File: config.mk
export PLATFORM = sky130hd
export DESIGN_NAME = brbcq_front
export DESIGN_NICKNAME = d
export VERILOG_FILES = /design/src/rtl/brbcq_pkg.sv /design/src/rtl/brbcq_front.sv
export SDC_FILE = /design/constraint.sdc
export NUM_CORES = 1
export LEC_CHECK = 0
export BUFFER_PORTS_ARGS = -buffer_cell sky130_fd_sc_hd__buf_2
export CORE_UTILIZATION = 30
export DETAILED_ROUTE_END_ITERATION = 7
export SYNTH_ARGS = -nofsm -noshare
export SYNTH_HDL_FRONTEND = slang
export SYNTH_SLANG_ARGS = --single-unit
File: constraint.sdc
create_clock -name clk -period 3.6 [get_ports clk]
set_input_delay 0.18 -clock clk [delete_from_list [all_inputs] [get_ports clk]]
set_output_delay 0.18 -clock clk [all_outputs]
set_load 0.05 [all_outputs]
File: src/rtl/brbcq_pkg.sv
`timescale 1ns / 1ps

package brbcq_pkg;

    localparam int DEPTH_DEF = 4096;
    localparam int CHUNK_DEF = 8;
    localparam int AMT_W     = 12;
    localparam int CFG_W     = 13;
    localparam int CHUNK_W   = 64;
    localparam int CNT_W     = 12;

    // operation codes
    typedef enum logic [2:0] {
        OP_ENQ    = 3'd0,
        OP_DEQ    = 3'd1,
        OP_PEEK   = 3'd2,
        OP_MOVR   = 3'd3,
        OP_MOVF   = 3'd4,
        OP_CLEAR  = 3'd5,
        OP_STATUS = 3'd6,
        OP_BAD    = 3'd7
    } op_t;

    typedef struct packed {
        logic [2:0]         op;
        logic [AMT_W-1:0]   amount;
        logic [CHUNK_W-1:0] chunk_in;
    } in_item_t;

    typedef struct packed {
        logic               ok;
        logic [CHUNK_W-1:0] chunk_out;
        logic [CNT_W-1:0]   used_count;
        logic [CNT_W-1:0]   free_count;
        logic [CNT_W-1:0]   contiguous_get;
        logic [CNT_W-1:0]   contiguous_put;
    } out_item_t;

    // decoded command from the front part
    typedef struct packed {
        op_t                op;
        logic [AMT_W-1:0]   amount;
        logic [CHUNK_W-1:0] chunk;
        logic               chunk_ok;
    } cmd_t;

    typedef enum logic [2:0] {
        ST_IDLE,
        ST_WRITE,
        ST_READ,
        ST_MOD,
        ST_ADD,
        ST_FIN
    } state_t;

endpackage

File: src/rtl/brbcq_front.sv
`timescale 1ns / 1ps

module brbcq_front #(
    parameter int CHUNK_BYTES = brbcq_pkg::CHUNK_DEF
) (
    input  logic                clk,
    input  logic                rst_n,
    input  logic                push,
    output logic                full,
    input  brbcq_pkg::in_item_t in_item,
    output logic                q_valid,
    output brbcq_pkg::cmd_t     q_cmd,
    input  logic                q_pop
);

    brbcq_pkg::cmd_t slot_reg [2];
    logic            rd_ptr_reg, rd_ptr_next;
    logic            wr_ptr_reg, wr_ptr_next;
    logic [1:0]      cnt_reg, cnt_next;
    brbcq_pkg::cmd_t dec;
    logic            do_push, do_pop;

    // classify the incoming beat
    always_comb
    begin
        dec.op       = brbcq_pkg::op_t'(in_item.op);
        dec.amount   = in_item.amount;
        dec.chunk    = in_item.chunk_in;
        dec.chunk_ok = (in_item.amount <= brbcq_pkg::AMT_W'(CHUNK_BYTES));
    end

    assign full    = (cnt_reg == 2'd2);
    assign q_valid = (cnt_reg != 2'd0);
    assign q_cmd   = slot_reg[rd_ptr_reg];
    assign do_push = push && !full;
    assign do_pop  = q_pop && q_valid;

    // pointer and count update
    always_comb
    begin
        rd_ptr_next = rd_ptr_reg ^ do_pop;
        wr_ptr_next = wr_ptr_reg ^ do_push;
        cnt_next    = cnt_reg + {1'b0, do_push} - {1'b0, do_pop};
    end

    always_ff @(posedge clk or negedge rst_n)
    begin
        if (!rst_n)
        begin
            rd_ptr_reg <= 1'b0;
            wr_ptr_reg <= 1'b0;
            cnt_reg    <= 2'd0;
        end
        else
        begin
            rd_ptr_reg <= rd_ptr_next;
            wr_ptr_reg <= wr_ptr_next;
            cnt_reg    <= cnt_next;
        end
    end

    // payload slots
    always_ff @(posedge clk)
    begin
        if (do_push)
        begin
            slot_reg[wr_ptr_reg] <= dec;
        end
    end

endmodule

==> results by stage, run 1 <==
Placement:
- The half-perimeter wire length after placement is approximately 7.7 mm.
- The number of buffers added on ports is 164.
- The congestion estimate from routability-driven global placement came to just under 0.7.

Pwr:
- The clock network is responsible for roughly 23% of the overall power.
- Summed over all nets, the switching power comes to between 3000 and 4000 uW.
- The ratio of total power to cell area is around 910 mW/mm^2.
- In this run the static leakage power is 0.00356 uW.
- Cell internal power was estimated by the tool at 4920 uW.
- Net switching is roughly two fifths of the power.
- The sequential power share is 35.1%.
- The part of the total power dissipated in combinational logic is between 40% and 50%.
- The highest ir drop seen on vdd is roughly 0.55 mV.

Clock network:
- The hold-fix buffer count after cts is 80.
- The number of buffers added by the clock tree synthesis step is 17.
- TritonCTS built the clock tree.
- The clock tree synthesis step divided the H-tree into 4 levels.
- The worst-case clock buffer depth is 2.
- Clock tree synthesis found a total of approximately 160 sinks.
- Clock-pin slew was measured on the worst setup and hold paths at around 60 ps.
- Gates resized during post-CTS repair numbered 0.
- The buffer cell driving the clock tree root is sky130_fd_sc_hd__clkbuf_16.
- The number of setup buffers added after CTS is 0.
- The later-pin clock latency in the skew report is approximately 400 ps.

Logic synthesis:
- By area the synthesized netlist is led by sky130_fd_sc_hd__edfxtp_1, sky130_fd_sc_hd__mux2_4, sky130_fd_sc_hd__buf_12.
- The area share of the largest cell type after synthesis is 74.8%.
- The synthesized area per cell is 23.5 sq um.
- The synthesized netlist occupies a cell area of 0.00642 sq mm.
- The net count after synthesis is 360.
- After technology mapping, the gate count stands at between 200 and 300.
- The sequential share of the synthesized area is approximately 76%.
- The number of different library cells used by synthesis comes to 18.
- For this run, the number of Yosys warnings is 0.
- Counting flops and latches in the post-synthesis netlist gives about 160.
- The largest total area in the synthesized netlist belongs to sky130_fd_sc_hd__edfxtp_1.

Timing:
- Setup violations remaining at the end of the flow were counted as 0.
- In this run the tightest slew margin relative to its limit is between 40% and 50%.
- The share of the clock period used by the worst path after layout is between 60% and 70%.
- At the pin with the least slew margin, the transition time is between 800 and 900 ps.
- The final critical delay including setup and external delays is between 2000 and 3000 ps.
- The final-report hold violation count was 0.
- The final number of max-transition violations is 0.
- The maximum operating frequency is ~0.40 GHz.
- The worst clock skew on the final layout is 6.78 ps.
- After routing, the total negative slack on setup checks comes to 0 ps.
- Setup repair after global routing left no endpoint under its margin.

Floorplanning:
- The number of rows in the core area is 53.
- The placeable core area is about 0.021 sq mm.
- Measured along the x axis, the die boundary spans roughly 150 um.
- The number of top-level pins is 165.
- The die covers between 0.02 and 0.025 sq mm.
- The initial standard-cell utilization of the core is 30.5%.
- The die is between 100 and 150 um tall.

Critical path:
- In this run the worst path has a maximum fanout of 32.
- The kind of critical path is reg -> out.
- The startpoint kind of the worst setup timing path is a flop.
- STA classifies the critical path endpoint as a primary output.
- STA puts the critical path data arrival time at between 2000 and 2500 ps.
- STA puts the critical path data required time at between 3000 and 4000 ps.

Layout:
- The sequential cell area is 0.00491 sq mm.
- The area taken by multi-input logic gates is between 0.001 and 0.0015 sq mm.
- The share of cells above drive strength 1 is roughly half.
- The area growth from synthesis to layout is 38.6%.
- The register with the most flip-flops in the layout has 160 of them.
- Cells fill between 40 and 50% of the core in the end.
- At the end of the flow, the number of nets in the layout was slightly above 600.
- After filler insertion, the fill cell instance count of the layout stands at 1889.
- The antenna diode count is 0.

Global route:
- The initial antenna violation count is 0.
- The wire length of the first global-routing pass is roughly 18 mm.
- The overall global routing resource usage is 11.2%.
- The total congestion overflow is 0.
- The via count of the first global-routing pass is between 3000 and 4000.
- The largest net degree at the start of global routing is 53.

Flow run:
- The number of max-cap violations is 0.

Route:
- The remaining routing DRC violations is 0.
- The violation count after the first detailed-routing iteration is around 130.
- The via density per instance is between 4 and 5.
- For this run, the detailed router's first-pass iteration total came to 4.
- The routed design has ~12 mm of wire.
- In the final routed layout, each cell accounts on average for roughly 15 um.
- The final antenna-violating net count is 0.
- The detailed router placed around 3300 vias in this run.

Status:
- The run finished with clean final reports.

Worst hold path:
- The min-delay analysis places its worst path in the category in -> async.
logic make-up (layout without fill, tap and decap cells):
logic type,count (synthesis),after routing,synth area share (%)
muxes,80,80,18.6
buffers and inverters,13,283,2.90
and+or+nand+nor,7,7,0.643
DFF,164,164,76.4
adders and majority gates,4,4,0.779
AOI/OAI and AO/OA,2,2,0.234
xor gates and xnor gates,3,3,0.409
area by class of cell:
cell class | count | share of cell area, %
inverters | 4 | 0.169
clock buffers | 20 | 4.91
flip-flops and latches | 164 | 55.2
multi-input cells | 96 | 15.2
well taps | 275 | 3.87
repair buffers | 249 | 18.9
clock inverters | 10 | 1.76
cell usage after synthesis, drive strengths merged:
library cell	instances
o31ai	1
xnor2	2
and2	1
dfrtp	4
nand2	1
inv	4
nor4	2
and3	1
buf	9
mux2	80
o21a	1
xor2	1
nand2b	1
or2	1
edfxtp	160
ha	4
worst max-delay path: stages, from the launching register on:
cell and delay (ps):
sky130_fd_sc_hd__dfrtp_4 840, sky130_fd_sc_hd__buf_4 480, sky130_fd_sc_hd__mux2_4 340, sky130_fd_sc_hd__buf_2 210
power by group through the flow:
stage                     clock [uW]  sequential, uW  combinational [uW]
after detailed placement           0            2880                3380
after global routing            1950            2870                3570
after global placement             0            2860                3350
final                           1830            2830                3400
after floorplan                    0            2760                2960
after CTS                       1880            2840                3460
per-stage QoR:
step	cells	power (uW)	instance area (sq um)	hold WS [ps]	setup slack, ps
floorplan	273	5720	6420	-116	594
global placement	708	6200	7510	-12.2	1480
detailed placement	708	6270	7510	-10.0	1380
CTS	818	8180	8900	72.6	1010
global route	818	8390	8900	98.8	961
finish	818	8060	8900	95.5	1090
path summary, 6_finish.rpt:
path,startpoint,endpoint,slack [ps],cells past startpoint
max,rd_ptr_reg$_DFF_PN0_,q_cmd[58],1090,3
min,rst_n,rd_ptr_reg$_DFF_PN0_,100,2
max reg2reg,cnt_reg[0]$_DFF_PN0_,slot_reg[1][40]$_DFFE_PP_,1420,4
min reg2reg,cnt_reg[0]$_DFF_PN0_,cnt_reg[0]$_DFF_PN0_,560,1
max in group asynchronous,rst_n,rd_ptr_reg$_DFF_PN0_,3370,2
min in group clk,q_pop,rd_ptr_reg$_DFF_PN0_,100,3
routing by layer:
metal / GRT usage [%] / routed length [um] / up-vias / part of all wire (%)
met5: 0 / 0 / - / 0
met1: 12.5 / 5060 / 1652 / 42
li1: - / - / 1590 / -
met2: 19.9 / 6330 / 100 / 53
met4: 4.07 / 112 / 0 / 0.93
met3: 3.50 / 483 / 7 / 4.0
layout by cell type, fill, tap and decap left out, types with 2 or more instances in the layout:
cell type	instances
sky130_fd_sc_hd__xnor2_1	2
sky130_fd_sc_hd__buf_12	2
sky130_fd_sc_hd__inv_6	2
sky130_fd_sc_hd__dlygate4sd3_1	80
sky130_fd_sc_hd__ha_1	2
sky130_fd_sc_hd__buf_2	164
sky130_fd_sc_hd__edfxtp_1	160
sky130_fd_sc_hd__dfrtp_1	3
sky130_fd_sc_hd__clkinv_1	3
sky130_fd_sc_hd__mux2_4	79
sky130_fd_sc_hd__bufinv_16	4
sky130_fd_sc_hd__clkbuf_1	3
sky130_fd_sc_hd__nor4_1	2
sky130_fd_sc_hd__buf_4	3
sky130_fd_sc_hd__clkbuf_16	17
sky130_fd_sc_hd__inv_1	4
sky130_fd_sc_hd__ha_4	2
(Power assumes the default switching activity.)
==> run 2, diff against run 1 <==
--- a/config.mk
+++ b/config.mk
@@ -5,6 +5,7 @@
 export SDC_FILE = /design/constraint.sdc
 export NUM_CORES = 1
 export LEC_CHECK = 0
+export ABC_AREA = 1
 export BUFFER_PORTS_ARGS = -buffer_cell sky130_fd_sc_hd__buf_2
 export CORE_UTILIZATION = 30
 export DETAILED_ROUTE_END_ITERATION = 7
==> constraint.sdc (replaced) <==
create_clock -name clk -period 2.2 [get_ports clk]
set_input_delay 0.11 -clock clk [delete_from_list [all_inputs] [get_ports clk]]
set_output_delay 0.11 -clock clk [all_outputs]
set_load 0.05 [all_outputs]
==> results by stage, run 2 <==
Critical path:
- The combined buffer and inverter count along the critical path is 2.
- The most prevalent standard cell on the critical path is sky130_fd_sc_hd__nand2_1.
- Of all nets on the critical path, the largest fanout is between 80 and 90.
- STA classifies the critical path endpoint as a primary output.
- The data arrival time at the worst-slack endpoint is 1880 ps.
- The startpoint kind of the worst setup timing path is a flop.
- Grouping stages by cell kind, the critical path spends the most delay in buffers and inverters.
- The peak per-stage delay on the critical path is 490 ps.
- The slowest stage of the critical path belongs to the cell sky130_fd_sc_hd__inv_6.
- The critical path in this run is classified as reg -> out.
- The critical path goes through inv_6 > nand2_1 > nand2_1 > buf_2.
- The data required time at the worst endpoint is about 2100 ps.

Placement:
- At the end of routability-driven placement, the weighted congestion stood at about 0.68.
- The number of buffers added on ports is between 150 and 200.
- Detailed placement ended at an HPWL of between 7 and 8 mm.

Route:
- The iteration count of the initial detailed-routing pass is 4.
- The count of nets left with antenna violations once routing finished came out at 0.
- Wires add up to between 10 and 15 mm.
- The via density per instance is 4.07.
- The violation count after the first detailed-routing iteration is 216.
- After detailed routing, the number of remaining DRC violations is 0.
- Dividing the detail-routed wire length by the instance count gives 13.2 um.
- The total via count in the routed design is 4067.

Flow run:
- The tool flagged a number of max-cap violations equal to 0.

Global route:
- Global routing used 13.0% of the available tracks.
- The largest net degree at the start of global routing is 82.
- The initial antenna violation count is 0.
- The wire length of the first global-routing pass is ~21 mm.
- The total congestion overflow is 0.
- The via count of the first global-routing pass came to between 4000 and 5000.

Logic synthesis:
- During synthesis, Yosys emitted a total of 0 warnings.
- The library cell with the highest instance count after synthesis is sky130_fd_sc_hd__nand2_1.
- The commonest cells after synthesis are sky130_fd_sc_hd__nand2_1, sky130_fd_sc_hd__edfxtp_1, sky130_fd_sc_hd__inv_1, sky130_fd_sc_hd__buf_6, sky130_fd_sc_hd__buf_2.
- By area the synthesized netlist is led by sky130_fd_sc_hd__edfxtp_1, sky130_fd_sc_hd__nand2_1, sky130_fd_sc_hd__buf_6.
- Summed over all instances, the cell type with the most area after synthesis is sky130_fd_sc_hd__edfxtp_1.
- Yosys mapped a number of flops with a built-in enable equal to 160.
- For this run, the leading register cell type out of synthesis is sky130_fd_sc_hd__edfxtp_1.
- Averaged over all synthesized cells, the footprint is approximately 13 sq um.
- The cell area after synthesis is around 0.0062 sq mm.
- The net count after synthesis is roughly 550.
- The area share of the largest cell type after synthesis is 77.9%.
- The number of distinct library cells after synthesis is 15.
- The synthesis-stage register bit count is around 160.
- Of all flip-flops after synthesis, the portion carrying an async set or reset was 2.44%.
- Synthesis handed over a netlist of between 400 and 500 instances.
- For this run, the register share of the synthesized area comes to about 79%.

Timing:
- Hold is met by between 20 and 25 ps.
- The maximum operating frequency is 0.503 GHz.
- The final-report hold violation count is 0.
- Setup violations remaining at the end of the flow were counted as 0.
- Setup repair after global routing left no endpoint under its margin.
- The share of the clock period used by the worst path after layout is about nine tenths.
- The clock arrives with roughly 5.5 ps of skew.
- The final critical delay including setup and external delays is 1990 ps.
- After routing, the total negative slack on setup checks comes to 0 ps.
- At the pin with the least slew margin, the transition time is about 660 ps.
- The final number of max-transition violations came to 0.
- The tightest slew margin relative to the limit is 56.1%.

Floorplanning:
- The number of rows in the core area is 52.
- The floorplan step set the die width to between 100 and 150 um.
- For this configuration, the core starts out at a cell density of between 30% and 40%.
- The die is roughly 150 um tall.
- The placeable core area is just over 0.02 sq mm.
- The number of top-level pins is approximately 170.
- The floorplan step defined a die boundary enclosing 0.0211 sq mm.

Pwr:
- The internal power summed over all cells is approximately 7400 uW.
- The leakage power is 0.00374 uW.
- The switching power as a share of total power is ~45%.
- In this run the power density over the cells is between 1500 and 2000 mW/mm^2.
- IR analysis of the VDD net gives a maximum drop of between 0.7 and 0.8 mV.
- Sequential cells burn roughly a third of the power.
- The clock network is responsible for between 20 and 25% of the overall power.
- The analysis attributes to net switching a power of 5980 uW.
- The part of the total power dissipated in combinational logic is 43.8%.

Clock network:
- The clock slew seen by the registers of the worst setup and hold paths is 60 ps.
- Buffers inserted during clock tree synthesis total 17.
- The CTS tree is built.
- The later-pin clock latency in the skew report is approximately 420 ps.
- The buffer cell driving the clock tree root is sky130_fd_sc_hd__clkbuf_16.
- In this run the deepest clock path goes through 2 buffers.
- The H-tree generated during clock tree synthesis spans 4 levels.
- The post-cts gate resize count is 0.
- CTS saw between 150 and 200 sinks.

Layout:
- The post-layout utilization of the core is between 40% and 50%.
- The layout has around 1900 filler cells.
- At the end of the flow, the number of nets in the layout was 803.
- Cells with a size suffix above 1 make up around 28% of the layout.
- The number of antenna diodes in the final layout is 0.
- The area growth from synthesis to layout is 41.7%.
- The commonest non-fill, non-tap cell in the layout is sky130_fd_sc_hd__nand2_1.
- The number of flip-flops in the largest register is 160.
- Leaving out fill and tap cells, the most frequent cells in the layout are sky130_fd_sc_hd__nand2_1, sky130_fd_sc_hd__buf_2, sky130_fd_sc_hd__edfxtp_1, sky130_fd_sc_hd__dlygate4sd3_1, sky130_fd_sc_hd__clkbuf_16.

Status:
- The run finished with clean final reports.

Worst hold path:
- The class of the most critical hold timing path is in -> async.
==> run 2: path summary, 6_finish.rpt <==
kind,from,end,slack [ps],depth (start not counted)
worst min register to register,cnt_reg[0]$_DFF_PN0_,cnt_reg[0]$_DFF_PN0_,580,1
min in group clk,push,wr_ptr_reg$_DFF_PN0_,190,5
worst max register to register,cnt_reg[1]$_DFF_PN0_,slot_reg[1][36]$_DFFE_PP_,540,5
worst min-delay path,rst_n,cnt_reg[1]$_DFF_PN0_,20,2
max in group asynchronous,rst_n,rd_ptr_reg$_DFF_PN0_,2040,2
worst max-delay path,rd_ptr_reg$_DFF_PN0_,q_cmd[3],210,4
==> run 2: final cells by class <==
cell class / count / area [sq um] / area share, %
flip-flops and latches: 164 / 4910 / 56.1
repair buffers: 250 / 1730 / 19.8
multi-input cells: 267 / 1080 / 12.4
clock buffers: 18 / 429 / 4.91
well taps: 270 / 338 / 3.87
clock inverters: 14 / 186 / 2.13
inverters: 16 / 65.1 / 0.744
==> run 2: power by group through the flow <==
stage / combinational (uW) / sequential, uW / clock [uW]
final: 5860 / 4440 / 3070
after global routing: 6290 / 4510 / 3270
after CTS: 5960 / 4450 / 3150
after detailed placement: 5830 / 4510 / 0
after global placement: 5810 / 4490 / 0
after floorplan: 4450 / 4520 / 0
==> run 2: kinds of logic after synthesis <==
| logic type | Yosys count | share of synthesized area, % |
|---|---|---|
| AND/OR/NAND/NOR | 258 | 15.7 |
| XOR/XNOR | 2 | 0.284 |
| adder cells (fa/ha/maj) | 4 | 0.811 |
| flip-flops | 164 | 79.5 |
| buffers and inverters | 33 | 3.35 |
| AO/OA/AOI/OAI | 3 | 0.324 |
==> run 2: per-layer routing <==
layer | track usage, % | vias to the layer above | wire (um)
li1 | - | 2052 | -
met1 | 15.1 | 1886 | 5730
met2 | 22.0 | 116 | 6480
met3 | 4.64 | 13 | 826
met4 | 5.05 | 0 | 180
met5 | 0 | - | 0
==> run 2: timing repair <==
item,CTS,global route
setup endpoints to repair,0,0
hold endpoints to repair,163,0
buffers inserted,0,0
hold buffers,81,0
==> run 2: worst reg2reg max path, cell delays in order (launching register included) <==
cell and delay [ps]:
sky130_fd_sc_hd__dfrtp_1 430, sky130_fd_sc_hd__inv_1 90, sky130_fd_sc_hd__o21ai_1 80, sky130_fd_sc_hd__inv_1 150, sky130_fd_sc_hd__ha_4 310, sky130_fd_sc_hd__buf_12 270
==> run 2: metrics by stage <==
step / worst slack (ps) / cells / instance area [sq um] / total power [uW]
final: 213 / 999 / 8740 / 13400
after global routing: 18.4 / 999 / 8740 / 14100
after CTS: 146 / 999 / 8740 / 13600
after detailed placement: 536 / 886 / 7310 / 10300
after global placement: 565 / 886 / 7310 / 10300
after floorplan: -793 / 464 / 6170 / 8980
==> run 3, diff against run 2 <==
--- a/config.mk
+++ b/config.mk
@@ -8,6 +8,7 @@
 export ABC_AREA = 1
 export BUFFER_PORTS_ARGS = -buffer_cell sky130_fd_sc_hd__buf_2
 export CORE_UTILIZATION = 30
+export CTS_BUF_LIST = sky130_fd_sc_hd__clkbuf_4 sky130_fd_sc_hd__clkbuf_8
 export DETAILED_ROUTE_END_ITERATION = 7
 export SYNTH_ARGS = -nofsm -noshare
 export SYNTH_HDL_FRONTEND = slang
==> constraint.sdc (replaced) <==
create_clock -name clk -period 1.6 [get_ports clk]
set_input_delay 0.08 -clock clk [delete_from_list [all_inputs] [get_ports clk]]
set_output_delay 0.08 -clock clk [all_outputs]
set_load 0.05 [all_outputs]
==> results by stage, run 3 (same netlist as run 2, synthesis figures left out) <==
Layout:
- The final non-filler cell area is between 0.009 and 0.01 sq mm.
- Leaving out fill and tap cells, the most frequent cells in the layout are sky130_fd_sc_hd__nand2_1, sky130_fd_sc_hd__edfxtp_1, sky130_fd_sc_hd__buf_2, sky130_fd_sc_hd__dlygate4sd3_1, sky130_fd_sc_hd__buf_6.
- The library cell used most frequently in the layout, excluding fill and tap cells, is sky130_fd_sc_hd__nand2_1.
- Relative to the synthesized area, the layout overhead comes to 51.3%.
- The share of cells above drive strength 1 is between 30% and 40%.
- Cells fill a little under half of the core in the end.
- The finished layout holds 1011 standard cells, fillers aside.
- The number of flip-flops in the largest register is 160.
- The post-layout net count is around 800.

Critical path:
- The maximum fanout along the worst path is 23.
- The data required time at the worst endpoint is about 1500 ps.
- STA classifies the critical path endpoint as a primary output.
- Walking the worst path, the cells encountered are inv_8 > buf_12 > nand2_1 > nand2_2 > buf_6.
- The startpoint identified for the worst register-to-register timing path is cnt_reg[1]$_DFF_PN0_.
- The peak per-stage delay on the critical path is 490 ps.
- The worst setup path is launched from a flop.
- The kind of critical path is reg -> out.
- The critical-path cell with the highest stage delay is sky130_fd_sc_hd__dfrtp_2.
- The data arrival time at the worst-slack endpoint is 1550 ps.
- The count of cells along the worst register-to-register path is 5.
- Across all register-to-register paths, the minimum setup slack is around 110 ps.
- The first element of the critical path is rd_ptr_reg$_DFF_PN0_.
- The end of the worst register-to-register path is slot_reg[0][35]$_DFFE_PP_.

Route:
- The final route contains around 4200 vias.
- In the final routed layout, each cell accounts on average for about 14 um.
- The first routing iteration left 208 violations.
- Summed over all layers, the routed wires come to 13.8 mm.
- The via density per instance is 4.13.
- The final antenna-violating net count is 0.
- After detailed routing, the number of remaining DRC violations is 0.
- The pre-antenna-repair detailed-routing pass consisted of 6 iterations.

Global route:
- The total congestion overflow is 0.
- The via count of the first global-routing pass is between 4000 and 5000.
- The overall global routing resource usage is a little over an eighth.
- The wire length of the first global-routing pass is between 20 and 25 mm.
- The initial antenna violation count was 1.
- Entering global routing, the biggest net connects 42 pins.

Flow run:
- Across the run, the number of max-cap violations was 0.

Timing:
- For the pin with the worst max-slew slack, the measured transition is roughly 250 ps.
- After layout, the worst setup slack is -34.6 ps.
- The share of the clock period used by the worst path after layout is 102%.
- The maximum operating frequency is about 0.61 GHz.
- Setup repair after global routing could not meet its margin everywhere.
- Measured against its own limit, the worst slew margin works out to 83.2%.
- The final-report hold violation count is 0.
- The final critical delay including setup and external delays is about 1600 ps.
- Setup violations remaining at the end of the flow were counted as 54.
- Across the routed clock network, the largest skew measured is approximately 12 ps.
- The final number of max-transition violations is 0.

Floorplanning:
- The floorplan has 52 rows.
- The core region is around 0.020 sq mm.
- ~170 I/O pins were placed.
- The die is 145 um tall.
- The total die area is 0.0211 sq mm.
- The width of the chip is around 150 um.
- The initial standard-cell utilization of the core is a little under a third.

Placement:
- The count of buffers added on input and output ports is around 160.
- The wire-length estimate of the detail-placed layout is roughly 8.4 mm.
- The routability congestion estimate from global placement is around 0.71.
- The cell total after placement is 896.
- The placement-stage cell area is 0.00743 sq mm.

Clock network:
- The number of levels the H-tree was split into is 4.
- The worst-case clock buffer depth is 2.
- The sink count of the clock tree is about 160.
- The number of buffers added by the clock tree synthesis step is 17.
- The clock slew seen by the registers of the worst setup and hold paths is approximately 70 ps.
- The CTS tree is built.
- The clock reaches the later pin of the worst-skew pair after around 450 ps.
- Clock tree synthesis selected as its root buffer the cell sky130_fd_sc_hd__clkbuf_8.

Pwr:
- Summed over all cells, the static leakage comes to approximately 0.0039 uW.
- Total power for the finished layout comes to 19700 uW.
- Dividing total power by cell area gives a power density of approximately 2100 mW/mm^2.
- The highest ir drop seen on vdd is 1.01 mV.

Status:
- The run finished, with violations left.
- The final reports fail on setup timing.

Worst hold path:
- The class of the most critical hold timing path is in -> reg.
- The worst hold path begins at push.
- The number of cells traversed by the worst hold path is 5.
- The path with the worst hold slack has its endpoint at wr_ptr_reg$_DFF_PN0_.
==> run 3: cell count changes in the layout (fill, tap and decap cells not counted), moves of 2 or more <==
cell / before / now
sky130_fd_sc_hd__inv_2: 0 / 2
sky130_fd_sc_hd__clkbuf_16: 17 / 0
sky130_fd_sc_hd__buf_8: 0 / 18
sky130_fd_sc_hd__buf_6: 0 / 62
sky130_fd_sc_hd__buf_2: 164 / 84
sky130_fd_sc_hd__buf_4: 0 / 10
sky130_fd_sc_hd__nand2_2: 0 / 25
sky130_fd_sc_hd__clkinvlp_4: 4 / 0
sky130_fd_sc_hd__clkbuf_8: 0 / 17
sky130_fd_sc_hd__buf_12: 5 / 8
sky130_fd_sc_hd__inv_1: 15 / 13
sky130_fd_sc_hd__nand2_1: 252 / 227
==> run 3: what timing repair did <==
| item | CTS | global route |
|---|---|---|
| setup endpoints to repair | 80 | 80 |
| resized for setup | 177 | 27 |
| endpoints found under the hold margin | 163 | 0 |
| setup buffers | 3 | 0 |
| pin swaps | 4 | 0 |
| hold buffers | 82 | 0 |
==> run 3: critical path, delay by kind of cell, from the launching register on <==
family | cells | cell delay [ps]
buffers and inverters | 3 | 460
flip-flops | 1 | 490
AND/OR/NAND/NOR | 2 | 170
==> run 3: layout make-up <==
type | instances | area [sq um]
clock inverters | 11 | 185
inverters | 16 | 67.6
clock buffers | 18 | 241
repair buffers | 264 | 2440
well taps | 270 | 338
multi-input cells | 267 | 1150
fillers | 1792 | 10800
diodes | 1 | 2.50
flip-flops and latches | 164 | 4910
==> run 3: where the power goes <==
group / leakage (uW) / switching, uW / internal, uW
registers: 0.00153 / 271 / 5850
clock network: 0.000217 / 1410 / 1840
logic: 0.00217 / 6830 / 3470
total: 0.00392 / 8510 / 11200
==> run 3: through the flow <==
| stage | worst slack, ps | hold slack [ps] | TNS (ps) |
|---|---|---|---|
| after floorplan | -87.2 | -216 | -13630 |
| after global placement | 127 | -102 | 0 |
| after detailed placement | 119 | -104 | 0 |
| after CTS | -90.1 | 30.9 | -5350 |
| after global routing | -148 | 43.8 | -8870 |
| final | -34.6 | 76.9 | -549 |
==> run 3: how the worst max path moves through the flow <==
stage	cells after the start	endpoint
floorplan	4	slot_reg[0][0]$_DFFE_PP_
global placement	5	slot_reg[0][35]$_DFFE_PP_
detailed placement	5	slot_reg[0][34]$_DFFE_PP_
CTS	5	q_cmd[29]
global route	5	q_cmd[55]
finish	5	q_cmd[7]
==> run 3: layer usage <==
layer | GRT usage [%] | wire length, um
met5 | 0 | 0
met4 | 5.11 | 190
met3 | 4.58 | 782
met2 | 23.4 | 7080
met1 | 15.0 | 5750
